## src/hw/rtl/jbwf_pkg.sv

```systemverilog
// ----------------------------------------------------------------------------
// Jitter buffer package
// Sizes, codes and shared types of the watermark jitter buffer.
// ----------------------------------------------------------------------------
`default_nettype none

package jbwf_pkg;

    localparam int CAPACITY   = 256;
    localparam int SAMPLE_W   = 16;
    localparam int MAX_UNIT   = 64;
    localparam int ADDR_W     = $clog2(CAPACITY);
    localparam int CNT_W      = $clog2(CAPACITY + 1);
    localparam int UNIT_W     = 7;
    localparam int MARK_W     = 9;
    localparam int METER_W    = 16;
    localparam int MODE_W     = 2;
    localparam int STATUS_W   = 3;
    localparam int CFG_IDX_W  = 3;
    localparam int CFG_DATA_W = 16;

    localparam int CMDQ_DEPTH = 2;
    localparam int CMDQ_IDX_W = $clog2(CMDQ_DEPTH);
    localparam int CMDQ_CNT_W = $clog2(CMDQ_DEPTH + 1);

    localparam logic [MODE_W-1:0] MODE_WRITE  = 2'd0;
    localparam logic [MODE_W-1:0] MODE_READ   = 2'd1;
    localparam logic [MODE_W-1:0] MODE_FLUSH  = 2'd2;
    localparam logic [MODE_W-1:0] MODE_UNUSED = 2'd3;

    localparam logic [STATUS_W-1:0] ST_OK       = 3'd0;
    localparam logic [STATUS_W-1:0] ST_INSERT   = 3'd1;
    localparam logic [STATUS_W-1:0] ST_STANDBY  = 3'd2;
    localparam logic [STATUS_W-1:0] ST_UNDERRUN = 3'd3;
    localparam logic [STATUS_W-1:0] ST_POLICY   = 3'd4;
    localparam logic [STATUS_W-1:0] ST_FULL     = 3'd5;
    localparam logic [STATUS_W-1:0] ST_FLUSH    = 3'd6;

    localparam logic [CFG_IDX_W-1:0] CFG_UNIT_SIZE   = 3'd0;
    localparam logic [CFG_IDX_W-1:0] CFG_HIGH_MARK   = 3'd1;
    localparam logic [CFG_IDX_W-1:0] CFG_START_MARK  = 3'd2;
    localparam logic [CFG_IDX_W-1:0] CFG_LOW_MARK    = 3'd3;
    localparam logic [CFG_IDX_W-1:0] CFG_METER_LIMIT = 3'd4;

    localparam logic [UNIT_W-1:0]  RST_UNIT_SIZE   = 7'd16;
    localparam logic [MARK_W-1:0]  RST_HIGH_MARK   = 9'd128;
    localparam logic [MARK_W-1:0]  RST_START_MARK  = 9'd64;
    localparam logic [MARK_W-1:0]  RST_LOW_MARK    = 9'd32;
    localparam logic [METER_W-1:0] RST_METER_LIMIT = 16'd512;

    typedef struct packed {
        logic [UNIT_W-1:0]  unit_size;
        logic [MARK_W-1:0]  high_mark;
        logic [MARK_W-1:0]  start_mark;
        logic [MARK_W-1:0]  low_mark;
        logic [METER_W-1:0] meter_limit;
    } cfg_t;

    typedef struct packed {
        logic [MODE_W-1:0]   op;
        logic [SAMPLE_W-1:0] sample;
        logic                burst_last;
    } cmd_t;

    typedef struct packed {
        logic [SAMPLE_W-1:0] sample;
        logic [STATUS_W-1:0] status;
        logic                last;
        logic [CNT_W-1:0]    fill;
    } rsp_t;

    function automatic logic [METER_W-1:0] meter_add(input logic [METER_W-1:0] m,
                                                      input logic [CNT_W-1:0] v);
        logic [METER_W:0] s;
        s = {1'b0, m} + (METER_W + 1)'(v);
        return s[METER_W] ? {METER_W{1'b1}} : s[METER_W-1:0];
    endfunction

    function automatic logic [UNIT_W-1:0] clamp_unit(input logic [UNIT_W-1:0] v);
        logic [UNIT_W-1:0] r;
        if (v == '0)
            r = UNIT_W'(1);
        else if (v > UNIT_W'(MAX_UNIT))
            r = UNIT_W'(MAX_UNIT);
        else
            r = v;
        return r;
    endfunction

endpackage

`default_nettype wire

```

## src/hw/rtl/jbwf_req_if.sv

```systemverilog
// ----------------------------------------------------------------------------
// Request channel
// Valid/ready channel carrying one write, read or flush request per word.
// ----------------------------------------------------------------------------
`default_nettype none

interface jbwf_req_if;
    logic                          valid;
    logic                          ready;
    logic [jbwf_pkg::MODE_W-1:0]   mode;
    logic [jbwf_pkg::SAMPLE_W-1:0] sample;
    logic                          burst_last;

    modport source (output valid, output mode, output sample, output burst_last,
                    input ready);
    modport sink   (input valid, input mode, input sample, input burst_last,
                    output ready);
endinterface

`default_nettype wire

```

## src/hw/rtl/jbwf_rsp_if.sv

```systemverilog
// ----------------------------------------------------------------------------
// Response channel
// Valid/ready channel carrying one result sample with its status per word.
// ----------------------------------------------------------------------------
`default_nettype none

interface jbwf_rsp_if;
    logic                          valid;
    logic                          ready;
    logic [jbwf_pkg::SAMPLE_W-1:0] sample_out;
    logic [jbwf_pkg::STATUS_W-1:0] status;
    logic                          last;
    logic [jbwf_pkg::CNT_W-1:0]    fill_level;

    modport source (output valid, output sample_out, output status, output last,
                    output fill_level, input ready);
    modport sink   (input valid, input sample_out, input status, input last,
                    input fill_level, output ready);
endinterface

`default_nettype wire

```

## src/hw/rtl/jbwf_front.sv

```systemverilog
// ----------------------------------------------------------------------------
// Request front end
// Accepts request words, drops unused modes and forms queue commands.
// ----------------------------------------------------------------------------
`default_nettype none

module jbwf_front (
    jbwf_req_if.sink          req,
    input  wire logic         q_full,
    output logic              q_push,
    output jbwf_pkg::cmd_t    q_cmd
);

    logic known;

    always_comb
    begin
        unique case (req.mode)
            jbwf_pkg::MODE_WRITE,
            jbwf_pkg::MODE_READ,
            jbwf_pkg::MODE_FLUSH: known = 1'b1;
            default:              known = 1'b0;
        endcase
    end

    assign req.ready           = !q_full;
    assign q_push              = req.valid && !q_full && known;
    assign q_cmd.op            = req.mode;
    assign q_cmd.sample        = req.sample;
    assign q_cmd.burst_last    = req.burst_last;

endmodule

`default_nettype wire

```

## src/hw/rtl/jbwf_cmdq.sv

```systemverilog
// ----------------------------------------------------------------------------
// Command queue
// Short queue between the front end and the execution back end.
// ----------------------------------------------------------------------------
`default_nettype none

module jbwf_cmdq (
    input  wire logic           clk,
    input  wire logic           rst_n,
    input  wire logic           push,
    input  wire jbwf_pkg::cmd_t push_cmd,
    output logic                full,
    output logic                valid,
    output jbwf_pkg::cmd_t      head,
    input  wire logic           pop
);

    jbwf_pkg::cmd_t                      q_reg [jbwf_pkg::CMDQ_DEPTH];
    logic [jbwf_pkg::CMDQ_IDX_W-1:0]     wr_reg;
    logic [jbwf_pkg::CMDQ_IDX_W-1:0]     rd_reg;
    logic [jbwf_pkg::CMDQ_CNT_W-1:0]     cnt_reg;
    logic [jbwf_pkg::CMDQ_CNT_W-1:0]     cnt_next;
    logic                                do_pop;

    assign full   = cnt_reg == jbwf_pkg::CMDQ_CNT_W'(jbwf_pkg::CMDQ_DEPTH);
    assign valid  = cnt_reg != '0;
    assign head   = q_reg[rd_reg];
    assign do_pop = pop && valid;

    always_comb
    begin
        cnt_next = cnt_reg;
        if (push && !do_pop)
            cnt_next = cnt_reg + 1'b1;
        else if (!push && do_pop)
            cnt_next = cnt_reg - 1'b1;
    end

    always_ff @(posedge clk or negedge rst_n)
    begin
        if (!rst_n)
        begin
            wr_reg  <= '0;
            rd_reg  <= '0;
            cnt_reg <= '0;
        end
        else
        begin
            if (push)
                wr_reg <= wr_reg + 1'b1;
            if (do_pop)
                rd_reg <= rd_reg + 1'b1;
            cnt_reg <= cnt_next;
        end
    end

    always_ff @(posedge clk)
    begin
        if (push)
            q_reg[wr_reg] <= push_cmd;
    end

endmodule

`default_nettype wire

```

## src/hw/rtl/jbwf_back.sv

```systemverilog
// ----------------------------------------------------------------------------
// Execution back end
// Holds the sample store and watermark state, runs commands and queues results.
// ----------------------------------------------------------------------------
`default_nettype none

module jbwf_back (
    input  wire logic           clk,
    input  wire logic           rst_n,
    input  wire jbwf_pkg::cfg_t cfg,
    input  wire logic           cmd_valid,
    input  wire jbwf_pkg::cmd_t cmd,
    output logic                cmd_pop,
    jbwf_rsp_if.source          rsp
);

    localparam logic S_IDLE = 1'b0;
    localparam logic S_UNIT = 1'b1;

    localparam int CAP = jbwf_pkg::CAPACITY;
    localparam int AW  = jbwf_pkg::ADDR_W;
    localparam int CW  = jbwf_pkg::CNT_W;
    localparam int UW  = jbwf_pkg::UNIT_W;
    localparam int MW  = jbwf_pkg::METER_W;
    localparam int SW  = jbwf_pkg::STATUS_W;

    logic [jbwf_pkg::SAMPLE_W-1:0] mem [CAP];
    logic [jbwf_pkg::SAMPLE_W-1:0] mem_q;

    logic          state_reg,   state_next;
    logic [CW-1:0] count_reg,   count_next;
    logic [AW-1:0] rd_ptr_reg,  rd_ptr_next;
    logic [AW-1:0] wr_ptr_reg,  wr_ptr_next;
    logic          ready_reg,   ready_next;
    logic          ba_reg,      ba_next;
    logic          dp_reg,      dp_next;
    logic [MW-1:0] dmeter_reg,  dmeter_next;
    logic [MW-1:0] imeter_reg,  imeter_next;
    logic [UW-1:0] unit_reg,    unit_next;
    logic [UW-1:0] take_reg,    take_next;
    logic [UW-1:0] idx_reg,     idx_next;
    logic          fmode_reg,   fmode_next;
    logic [SW-1:0] fst_reg,     fst_next;

    logic          s1_valid_reg;
    logic          s1_mem_reg;
    logic [SW-1:0] s1_status_reg;
    logic          s1_last_reg;
    logic [CW-1:0] s1_fill_reg;

    jbwf_pkg::rsp_t oq_reg [2];
    logic           oq_wr_reg;
    logic           oq_rd_reg;
    logic [1:0]     oq_cnt_reg;

    logic          pop;
    logic          credit;
    logic          emit;
    logic          emit_mem;
    logic [SW-1:0] emit_status;
    logic          emit_last;
    logic [CW-1:0] emit_fill;
    logic          mem_we;
    logic          mem_re;
    logic [UW-1:0] unit_c;
    logic [UW-1:0] idx_inc;
    logic [MW-1:0] dsum;
    logic [MW-1:0] isum;
    jbwf_pkg::rsp_t push_rsp;

    assign pop    = rsp.valid && rsp.ready;
    assign credit = ({1'b0, oq_cnt_reg} + {2'b00, s1_valid_reg}) <= (3'd1 + {2'b00, pop});
    assign unit_c = jbwf_pkg::clamp_unit(cfg.unit_size);
    assign idx_inc = idx_reg + 1'b1;

    assign rsp.valid      = oq_cnt_reg != 2'd0;
    assign rsp.sample_out = oq_reg[oq_rd_reg].sample;
    assign rsp.status     = oq_reg[oq_rd_reg].status;
    assign rsp.last       = oq_reg[oq_rd_reg].last;
    assign rsp.fill_level = oq_reg[oq_rd_reg].fill;

    assign push_rsp.sample = s1_mem_reg ? mem_q : '0;
    assign push_rsp.status = s1_status_reg;
    assign push_rsp.last   = s1_last_reg;
    assign push_rsp.fill   = s1_fill_reg;

    always_comb
    begin
        state_next  = state_reg;
        count_next  = count_reg;
        rd_ptr_next = rd_ptr_reg;
        wr_ptr_next = wr_ptr_reg;
        ready_next  = ready_reg;
        ba_next     = ba_reg;
        dp_next     = dp_reg;
        dmeter_next = dmeter_reg;
        imeter_next = imeter_reg;
        unit_next   = unit_reg;
        take_next   = take_reg;
        idx_next    = idx_reg;
        fmode_next  = fmode_reg;
        fst_next    = fst_reg;
        cmd_pop     = 1'b0;
        emit        = 1'b0;
        emit_mem    = 1'b0;
        emit_status = jbwf_pkg::ST_OK;
        emit_last   = 1'b0;
        emit_fill   = count_reg;
        mem_we      = 1'b0;
        mem_re      = 1'b0;
        dsum        = '0;
        isum        = '0;

        unique case (state_reg)
            S_IDLE:
            begin
                if (cmd_valid && credit)
                begin
                    cmd_pop = 1'b1;
                    unique case (cmd.op)
                        jbwf_pkg::MODE_WRITE:
                        begin
                            if (!ba_reg)
                            begin
                                dp_next = 1'b0;
                                if (count_reg >= cfg.high_mark)
                                begin
                                    dsum = jbwf_pkg::meter_add(dmeter_reg, count_reg);
                                    if (dsum >= cfg.meter_limit)
                                    begin
                                        dmeter_next = '0;
                                        dp_next     = 1'b1;
                                    end
                                    else
                                    begin
                                        dmeter_next = dsum;
                                    end
                                end
                                else
                                begin
                                    dmeter_next = '0;
                                end
                            end
                            priority if (cmd.burst_last && dp_next)
                            begin
                                emit_status = jbwf_pkg::ST_POLICY;
                            end
                            else if (count_reg >= CW'(CAP))
                            begin
                                emit_status = jbwf_pkg::ST_FULL;
                            end
                            else
                            begin
                                mem_we      = 1'b1;
                                wr_ptr_next = (wr_ptr_reg == AW'(CAP - 1)) ? '0
                                                                          : wr_ptr_reg + 1'b1;
                                count_next  = count_reg + 1'b1;
                            end
                            if (cmd.burst_last)
                            begin
                                ba_next = 1'b0;
                                dp_next = 1'b0;
                                if (count_next >= cfg.start_mark)
                                    ready_next = 1'b1;
                            end
                            else
                            begin
                                ba_next = 1'b1;
                            end
                            emit      = 1'b1;
                            emit_last = 1'b1;
                            emit_fill = count_next;
                        end
                        jbwf_pkg::MODE_READ:
                        begin
                            unit_next  = unit_c;
                            idx_next   = '0;
                            take_next  = unit_c;
                            state_next = S_UNIT;
                            if (!ready_reg || count_reg < CW'(unit_c))
                            begin
                                fmode_next = 1'b1;
                                fst_next   = ready_reg ? jbwf_pkg::ST_UNDERRUN
                                                       : jbwf_pkg::ST_STANDBY;
                                if (ready_reg)
                                begin
                                    ready_next  = 1'b0;
                                    imeter_next = '0;
                                end
                            end
                            else
                            begin
                                fmode_next = 1'b0;
                                if (count_reg < cfg.low_mark)
                                begin
                                    isum = jbwf_pkg::meter_add(imeter_reg, CW'(unit_c));
                                    if (isum >= cfg.meter_limit)
                                    begin
                                        imeter_next = '0;
                                        take_next   = unit_c - 1'b1;
                                    end
                                    else
                                    begin
                                        imeter_next = isum;
                                    end
                                end
                                else
                                begin
                                    imeter_next = '0;
                                end
                            end
                        end
                        jbwf_pkg::MODE_FLUSH:
                        begin
                            count_next  = '0;
                            rd_ptr_next = '0;
                            wr_ptr_next = '0;
                            ready_next  = 1'b0;
                            ba_next     = 1'b0;
                            dp_next     = 1'b0;
                            dmeter_next = '0;
                            imeter_next = '0;
                            emit        = 1'b1;
                            emit_status = jbwf_pkg::ST_FLUSH;
                            emit_last   = 1'b1;
                            emit_fill   = '0;
                        end
                        default:
                        begin
                        end
                    endcase
                end
            end
            S_UNIT:
            begin
                if (credit)
                begin
                    emit      = 1'b1;
                    idx_next  = idx_inc;
                    emit_last = idx_inc == unit_reg;
                    priority if (fmode_reg)
                    begin
                        emit_status = fst_reg;
                    end
                    else if (idx_reg < take_reg)
                    begin
                        mem_re      = 1'b1;
                        emit_mem    = 1'b1;
                        rd_ptr_next = (rd_ptr_reg == AW'(CAP - 1)) ? '0 : rd_ptr_reg + 1'b1;
                        count_next  = count_reg - 1'b1;
                        emit_fill   = count_next;
                    end
                    else
                    begin
                        emit_status = jbwf_pkg::ST_INSERT;
                    end
                    if (emit_last)
                    begin
                        state_next = S_IDLE;
                        if (!fmode_reg && count_next < CW'(unit_reg))
                        begin
                            ready_next  = 1'b0;
                            imeter_next = '0;
                        end
                    end
                end
            end
            default:
            begin
                state_next = S_IDLE;
            end
        endcase
    end

    always_ff @(posedge clk or negedge rst_n)
    begin
        if (!rst_n)
        begin
            state_reg    <= S_IDLE;
            count_reg    <= '0;
            rd_ptr_reg   <= '0;
            wr_ptr_reg   <= '0;
            ready_reg    <= 1'b0;
            ba_reg       <= 1'b0;
            dp_reg       <= 1'b0;
            dmeter_reg   <= '0;
            imeter_reg   <= '0;
            unit_reg     <= '0;
            take_reg     <= '0;
            idx_reg      <= '0;
            fmode_reg    <= 1'b0;
            fst_reg      <= jbwf_pkg::ST_OK;
            s1_valid_reg <= 1'b0;
            oq_wr_reg    <= 1'b0;
            oq_rd_reg    <= 1'b0;
            oq_cnt_reg   <= 2'd0;
        end
        else
        begin
            state_reg    <= state_next;
            count_reg    <= count_next;
            rd_ptr_reg   <= rd_ptr_next;
            wr_ptr_reg   <= wr_ptr_next;
            ready_reg    <= ready_next;
            ba_reg       <= ba_next;
            dp_reg       <= dp_next;
            dmeter_reg   <= dmeter_next;
            imeter_reg   <= imeter_next;
            unit_reg     <= unit_next;
            take_reg     <= take_next;
            idx_reg      <= idx_next;
            fmode_reg    <= fmode_next;
            fst_reg      <= fst_next;
            s1_valid_reg <= emit;
            if (s1_valid_reg)
                oq_wr_reg <= ~oq_wr_reg;
            if (pop)
                oq_rd_reg <= ~oq_rd_reg;
            oq_cnt_reg   <= oq_cnt_reg + {1'b0, s1_valid_reg} - {1'b0, pop};
        end
    end

    always_ff @(posedge clk)
    begin
        if (mem_we)
            mem[wr_ptr_reg] <= cmd.sample;
        if (mem_re)
            mem_q <= mem[rd_ptr_reg];
        s1_mem_reg    <= emit_mem;
        s1_status_reg <= emit_status;
        s1_last_reg   <= emit_last;
        s1_fill_reg   <= emit_fill;
        if (s1_valid_reg)
            oq_reg[oq_wr_reg] <= push_rsp;
    end

endmodule

`default_nettype wire

```

## src/hw/rtl/jitter_buffer_watermark_fifo.sv

```systemverilog
// ----------------------------------------------------------------------------
// Watermark jitter buffer
// Sample FIFO with start, high and low marks, drop and insert metering.
// ----------------------------------------------------------------------------
//  channel | dir | handshake        | payload
//  req     | in  | valid / ready    | mode, sample, burst_last
//  rsp     | out | valid / ready    | sample_out, status, last, fill_level
//  cfg     | in  | cfg_we (no wait) | cfg_index, cfg_data
//
//  Write and flush: one result word each from the back end.
//  Read: a decision step, then unit_size results, one per cycle while the
//  output queue has room (unit_size held to 1..64), paced by the sample store's
//  single read port. Results pass a registered store read stage and a two-word
//  output queue; sample reads issue only when that queue has room, so rsp
//  stalls hold them. Reset clears control state only, not the sample store.
// ----------------------------------------------------------------------------
`default_nettype none

module jitter_buffer_watermark_fifo (
    input  wire logic                             clk,
    input  wire logic                             rst_n,
    input  wire logic                             cfg_we,
    input  wire logic [jbwf_pkg::CFG_IDX_W-1:0]   cfg_index,
    input  wire logic [jbwf_pkg::CFG_DATA_W-1:0]  cfg_data,
    jbwf_req_if.sink                              req,
    jbwf_rsp_if.source                            rsp
);

    jbwf_pkg::cfg_t cfg_reg;
    jbwf_pkg::cmd_t q_cmd;
    jbwf_pkg::cmd_t q_head;
    logic           q_push;
    logic           q_full;
    logic           q_valid;
    logic           q_pop;

    always_ff @(posedge clk or negedge rst_n)
    begin
        if (!rst_n)
        begin
            cfg_reg.unit_size   <= jbwf_pkg::RST_UNIT_SIZE;
            cfg_reg.high_mark   <= jbwf_pkg::RST_HIGH_MARK;
            cfg_reg.start_mark  <= jbwf_pkg::RST_START_MARK;
            cfg_reg.low_mark    <= jbwf_pkg::RST_LOW_MARK;
            cfg_reg.meter_limit <= jbwf_pkg::RST_METER_LIMIT;
        end
        else if (cfg_we)
        begin
            unique case (cfg_index)
                jbwf_pkg::CFG_UNIT_SIZE:
                    cfg_reg.unit_size   <= cfg_data[jbwf_pkg::UNIT_W-1:0];
                jbwf_pkg::CFG_HIGH_MARK:
                    cfg_reg.high_mark   <= cfg_data[jbwf_pkg::MARK_W-1:0];
                jbwf_pkg::CFG_START_MARK:
                    cfg_reg.start_mark  <= cfg_data[jbwf_pkg::MARK_W-1:0];
                jbwf_pkg::CFG_LOW_MARK:
                    cfg_reg.low_mark    <= cfg_data[jbwf_pkg::MARK_W-1:0];
                jbwf_pkg::CFG_METER_LIMIT:
                    cfg_reg.meter_limit <= cfg_data[jbwf_pkg::METER_W-1:0];
                default:
                begin
                end
            endcase
        end
    end

    jbwf_front u_front (
        .req    (req),
        .q_full (q_full),
        .q_push (q_push),
        .q_cmd  (q_cmd)
    );

    jbwf_cmdq u_cmdq (
        .clk      (clk),
        .rst_n    (rst_n),
        .push     (q_push),
        .push_cmd (q_cmd),
        .full     (q_full),
        .valid    (q_valid),
        .head     (q_head),
        .pop      (q_pop)
    );

    jbwf_back u_back (
        .clk       (clk),
        .rst_n     (rst_n),
        .cfg       (cfg_reg),
        .cmd_valid (q_valid),
        .cmd       (q_head),
        .cmd_pop   (q_pop),
        .rsp       (rsp)
    );

    a_unused_mode_dropped: assert property (@(posedge clk) disable iff (!rst_n)
        (req.valid && req.ready && req.mode == jbwf_pkg::MODE_UNUSED) |-> !q_push)
        else $error("unused mode entered the command queue");

    a_flush_empties: assert property (@(posedge clk) disable iff (!rst_n)
        (rsp.valid && rsp.status == jbwf_pkg::ST_FLUSH) |-> rsp.fill_level == '0)
        else $error("flush result with nonzero fill");

    a_zero_on_non_ok: assert property (@(posedge clk) disable iff (!rst_n)
        (rsp.valid && rsp.status != jbwf_pkg::ST_OK) |-> rsp.sample_out == '0)
        else $error("nonzero sample on a non-ok result");

    a_insert_is_last: assert property (@(posedge clk) disable iff (!rst_n)
        (rsp.valid && rsp.status == jbwf_pkg::ST_INSERT) |-> rsp.last)
        else $error("inserted zero not at end of unit");

    a_fill_bounded: assert property (@(posedge clk) disable iff (!rst_n)
        rsp.valid |-> rsp.fill_level <= jbwf_pkg::CNT_W'(jbwf_pkg::CAPACITY))
        else $error("fill level above capacity");

endmodule

`default_nettype wire
```

## src/flat_wrapper.sv

```systemverilog
// flat-port wrapper written by rule: the top's interface ports become plain ports
module jitter_buffer_watermark_fifo_flat 
  (clk, rst_n, cfg_we, cfg_index, cfg_data, req_valid, req_mode, req_sample, req_burst_last, req_ready, rsp_valid, rsp_sample_out, rsp_status, rsp_last, rsp_fill_level, rsp_ready);
  jbwf_req_if req_i ();
  jbwf_rsp_if rsp_i ();
  input  wire logic clk;
  input  wire logic rst_n;
  input  wire logic cfg_we;
  input  wire logic [jbwf_pkg::CFG_IDX_W-1:0] cfg_index;
  input  wire logic [jbwf_pkg::CFG_DATA_W-1:0] cfg_data;
  input wire logic [$bits(req_i.valid)-1:0] req_valid;
  input wire logic [$bits(req_i.mode)-1:0] req_mode;
  input wire logic [$bits(req_i.sample)-1:0] req_sample;
  input wire logic [$bits(req_i.burst_last)-1:0] req_burst_last;
  output wire logic [$bits(req_i.ready)-1:0] req_ready;
  output wire logic [$bits(rsp_i.valid)-1:0] rsp_valid;
  output wire logic [$bits(rsp_i.sample_out)-1:0] rsp_sample_out;
  output wire logic [$bits(rsp_i.status)-1:0] rsp_status;
  output wire logic [$bits(rsp_i.last)-1:0] rsp_last;
  output wire logic [$bits(rsp_i.fill_level)-1:0] rsp_fill_level;
  input wire logic [$bits(rsp_i.ready)-1:0] rsp_ready;
  assign req_i.valid = req_valid;
  assign req_i.mode = req_mode;
  assign req_i.sample = req_sample;
  assign req_i.burst_last = req_burst_last;
  assign req_ready = req_i.ready;
  assign rsp_valid = rsp_i.valid;
  assign rsp_sample_out = rsp_i.sample_out;
  assign rsp_status = rsp_i.status;
  assign rsp_last = rsp_i.last;
  assign rsp_fill_level = rsp_i.fill_level;
  assign rsp_i.ready = rsp_ready;
  jitter_buffer_watermark_fifo u_core (.clk(clk), .rst_n(rst_n), .cfg_we(cfg_we), .cfg_index(cfg_index), .cfg_data(cfg_data), .req(req_i), .rsp(rsp_i));
endmodule
```

## config.mk

```make
export PLATFORM = sky130hd
export DESIGN_NAME = jitter_buffer_watermark_fifo_flat
export DESIGN_NICKNAME = d
export VERILOG_FILES = /design/src/hw/rtl/jbwf_pkg.sv /design/src/hw/rtl/jbwf_req_if.sv /design/src/hw/rtl/jbwf_rsp_if.sv /design/src/hw/rtl/jbwf_front.sv /design/src/hw/rtl/jbwf_cmdq.sv /design/src/hw/rtl/jbwf_back.sv /design/src/hw/rtl/jitter_buffer_watermark_fifo.sv /design/src/flat_wrapper.sv
export SDC_FILE = /design/constraint.sdc
export NUM_CORES = 2
export LEC_CHECK = 0
export BUFFER_PORTS_ARGS = -buffer_cell sky130_fd_sc_hd__buf_2
export CORE_MARGIN = 1.5
export CORE_UTILIZATION = 60
export DETAILED_ROUTE_END_ITERATION = 16
export PLACE_DENSITY = 0.79
export SYNTH_ARGS = -nofsm -noshare
export SYNTH_HDL_FRONTEND = slang
export SYNTH_MEMORY_MAX_BITS = 65536
export SYNTH_SLANG_ARGS = --single-unit
export TNS_END_PERCENT = 1
```

## constraint.sdc

```tcl
create_clock -name clk -period 7.4 [get_ports clk]
set_input_delay 2.22 -clock clk [delete_from_list [all_inputs] [get_ports clk]]
set_output_delay 2.22 -clock clk [all_outputs]
set_load 0.05 [all_outputs]
```

==> impl_metrics.csv <==
group,metric,value,unit
clock_tree,cts_setup_buffers,0,
floorplanning,die_area,288000,um^2
detailed_routing,vias_per_cell,7.23,
clock_tree,clock_sinks,4366,
grt,track_usage,32.6,%
job,cap_violations,4,
timing,max_freq,146,MHz
finish,largest_register_ffs,4096,
synth,synth_cells,7842,
clock_tree,ctsHoldBuffers,0,
clock_tree,h-tree-depth,5,
synth,ys_types,86,
timing,hold_viol,0,
finish,nNetsFinal,8507,
finish,final_common_cell,"edfxtp_1",
timing,max_slew_margin,-3.96,%
status,violations,"max-capacitance violations, max-slew violations",
place,dp_hpwl,253000,um
power_and_ir_drop,powerDensity,368,nW/um^2
floorplanning,start_util,60.5,%
grt,gr-total-overflow,0,
clock_tree,clk_path_buf_depth,4,
synth,syn-num-nets,7999,
critical_path,arrival,7500,ps
detailed_routing,antenna_left,0,
critical_path,startpoint_type,"flip-flop",
clock_tree,root_buffer,"clkbuf_16",
timing,slew_viol_final,5,
timing,finalSetupViolCount,0,
finish,stdcell_count,12425,
detailed_routing,drc_errors,0,
timing,layout_min_cycle_time,6850,ps
finish,final_cell_mix,"4,208 x edfxtp_1, 1,168 x mux4_2, 421 x clkbuf_16, 421 x buf_4, 305 x nor2_1",
critical_path,crit_chain,"ha_1 -> fa_1 -> a211oi_1 -> o21ai_0 -> a31oi_1 -> o21bai_1 -> or3b_2 -> nand2_1 -> ha_1 -> a211oi_1 -> nor2_1 -> a311oi_1 -> o2111a_2 -> o211ai_2 -> or4_2 -> nor2_1 -> buf_4",
worst_hold_path,hp-class,"flip-flop to flip-flop",
synth,synthFlopType,"edfxtp_1",
timing,tns,0,ps
critical_path,cp_max_fo,16,
detailed_routing,dr_total_vias,89799,
synth,seq_area_frac_synth,76.1,%
status,status,"complete, but fails checks",
synth,postSynthAreaPerCell,21.8,um^2
place,dp_cells,11676,
floorplanning,die_h,537,um
power_and_ir_drop,peakVddDrop,0.359,mV
floorplanning,fp.dieW,537,um
finish,drive_gt1_share,28.1,%
grt,grt_pass1_vias,89585,
grt,grt_max_degree,193,
timing,clock_skew,68.7,ps
critical_path,critPathRequiredTime,8040,ps
critical_path,cp_slowest_stage_delay,1170,ps
clock_tree,cts_resized,0,
synth,synthArstFlopShare,3.30,%
timing,tightest_slew,1550,ps
grt,antenna_found_initial,22,
critical_path,crit_path_end_kind,"flip-flop",
synth,ys_ff_latch,4366,
clock_tree,cts_buffers,415,
place,io_buffers,73,
finish,area_growth,11.9,%
synth,ys_warn_count,0,
grt,grt_pass1_wl,663000,um
timing,finalCritPeriodShare,92.6,%
timing,rsz0062_at_grt,"false",
detailed_routing,drt_wl_total,465000,um
clock_tree,clk_transition_reported_paths,70,ps
synth,synth_edf_count,4208,
clock_tree,clk_latency,950,ps
floorplanning,core-area,283000,um^2
power_and_ir_drop,p_leak,60.5,nW
floorplanning,num_rows,195,
floorplanning,ioPinCount,74,
detailed_routing,drtIter0Drc,14679,
synth,syn-cell-area,171000,um^2
clock_tree,cts_tree,"done",
detailed_routing,wl_per_cell,37.4,um
critical_path,crit_slowest_cell,"or4_2",
finish,post-route-util,67.6,%
detailed_routing,firstDrtPassIters,9,
critical_path,worstSetupPathType,"flip-flop to flip-flop",
place,gp_congestion,0.886,
through the flow:
stage / hold WS (ps) / power, mW / setup WS [ps] / instance area [um^2]
6_report: 433 / 70.4 / 549 / 191000
5_1_grt: 444 / 72.1 / 163 / 191000
4_1_cts: 440 / 70.2 / 629 / 191000
3_5_place_dp: 426 / 49.0 / 720 / 178000
3_3_place_gp: 411 / 48.5 / 651 / 178000
2_1_floorplan: 404 / 43.0 / 1840 / 171000
kinds of logic (layout without fill, tap and decap cells):
logic type	after synthesis	count (layout)	synth area share, %
flip-flops	4366	4366	76.1
multiplexers	1339	1339	16.4
AND/OR/NAND/NOR	738	738	1.96
AO/OA/AOI/OAI	679	679	2.80
buffers and inverters	554	1385	1.56
adder cells (fa/ha/maj)	114	114	0.847
XOR/XNOR	52	52	0.266
other	0	9	0
report_power, final:
part | internal [mW] | switching, mW | total, mW
clock | 11.8 | 9.32 | 21.2
combinational | 6.55 | 11.7 | 18.3
sequential | 30.4 | 0.555 | 31.0
total | 48.8 | 21.6 | 70.4
cell usage after synthesis (all sizes together) (69+ instances only):
master / n / area, um^2
edfxtp: 4208 / 126000
o21ai: 113 / 566
mux2i: 102 / 1020
inv: 113 / 424
a22oi: 85 / 638
nand2: 174 / 656
nor2: 325 / 1220
dfrtp: 139 / 3480
buf: 263 / 1580
mux4: 1168 / 26300
a21oi: 93 / 469
ha: 111 / 1390
mux2: 69 / 777
clkbuf: 177 / 668
metal layers:
| layer | GRT usage (%) | share of wire, % |
|---|---|---|
| met2 | 51.3 | 48 |
| met1 | 43.5 | 34 |
| met5 | 0 | 0.036 |
| met3 | 8.08 | 13 |
| met4 | 14.8 | 5.4 |
layout make-up:
class | count | area (um^2)
multi-input cells | 2922 | 38500
fillers | 16174 | 91600
well taps | 3743 | 4680
inverters | 114 | 428
repair buffers | 531 | 4270
flip-flops and latches | 4366 | 130000
clock inverters | 247 | 2370
clock buffers | 493 | 10900
diodes | 9 | 22.5
critical path: cells and delay by family (launching register included):
kind                       cells  cell delay [ps]
DFF                            1              390
adders and majority gates      3              960
buffers and inverters          1              320
and+or+nand+nor                5             2510
AOI/OAI and AO/OA              8             2340
path summary, 6_finish.rpt:
kind                                                            to  cells past startpoint                              startpoint  slack [ps]
min                           u_core.u_back.oq_reg[0][2]$_DFFE_PP_                      0    u_core.u_back.s1_fill_reg[2]$_DFF_P_         430
min reg2reg                   u_core.u_back.oq_reg[0][2]$_DFFE_PP_                      0    u_core.u_back.s1_fill_reg[2]$_DFF_P_         430
max reg2reg                     u_core.u_back.mem[34][8]$_DFFE_PP_                     17  u_core.u_back.count_reg[0]$_DFFE_PN0P_         550
max in group asynchronous  u_core.u_back.rd_ptr_reg[1]$_DFFE_PN0P_                      2                                   rst_n        5060
max                             u_core.u_back.mem[34][8]$_DFFE_PP_                     17  u_core.u_back.count_reg[0]$_DFFE_PN0P_         550
min in group asynchronous      u_core.u_back.ready_reg$_DFFE_PN0P_                      1                                   rst_n        1310
No activity file was read; power rests on OpenSTA's default activity.
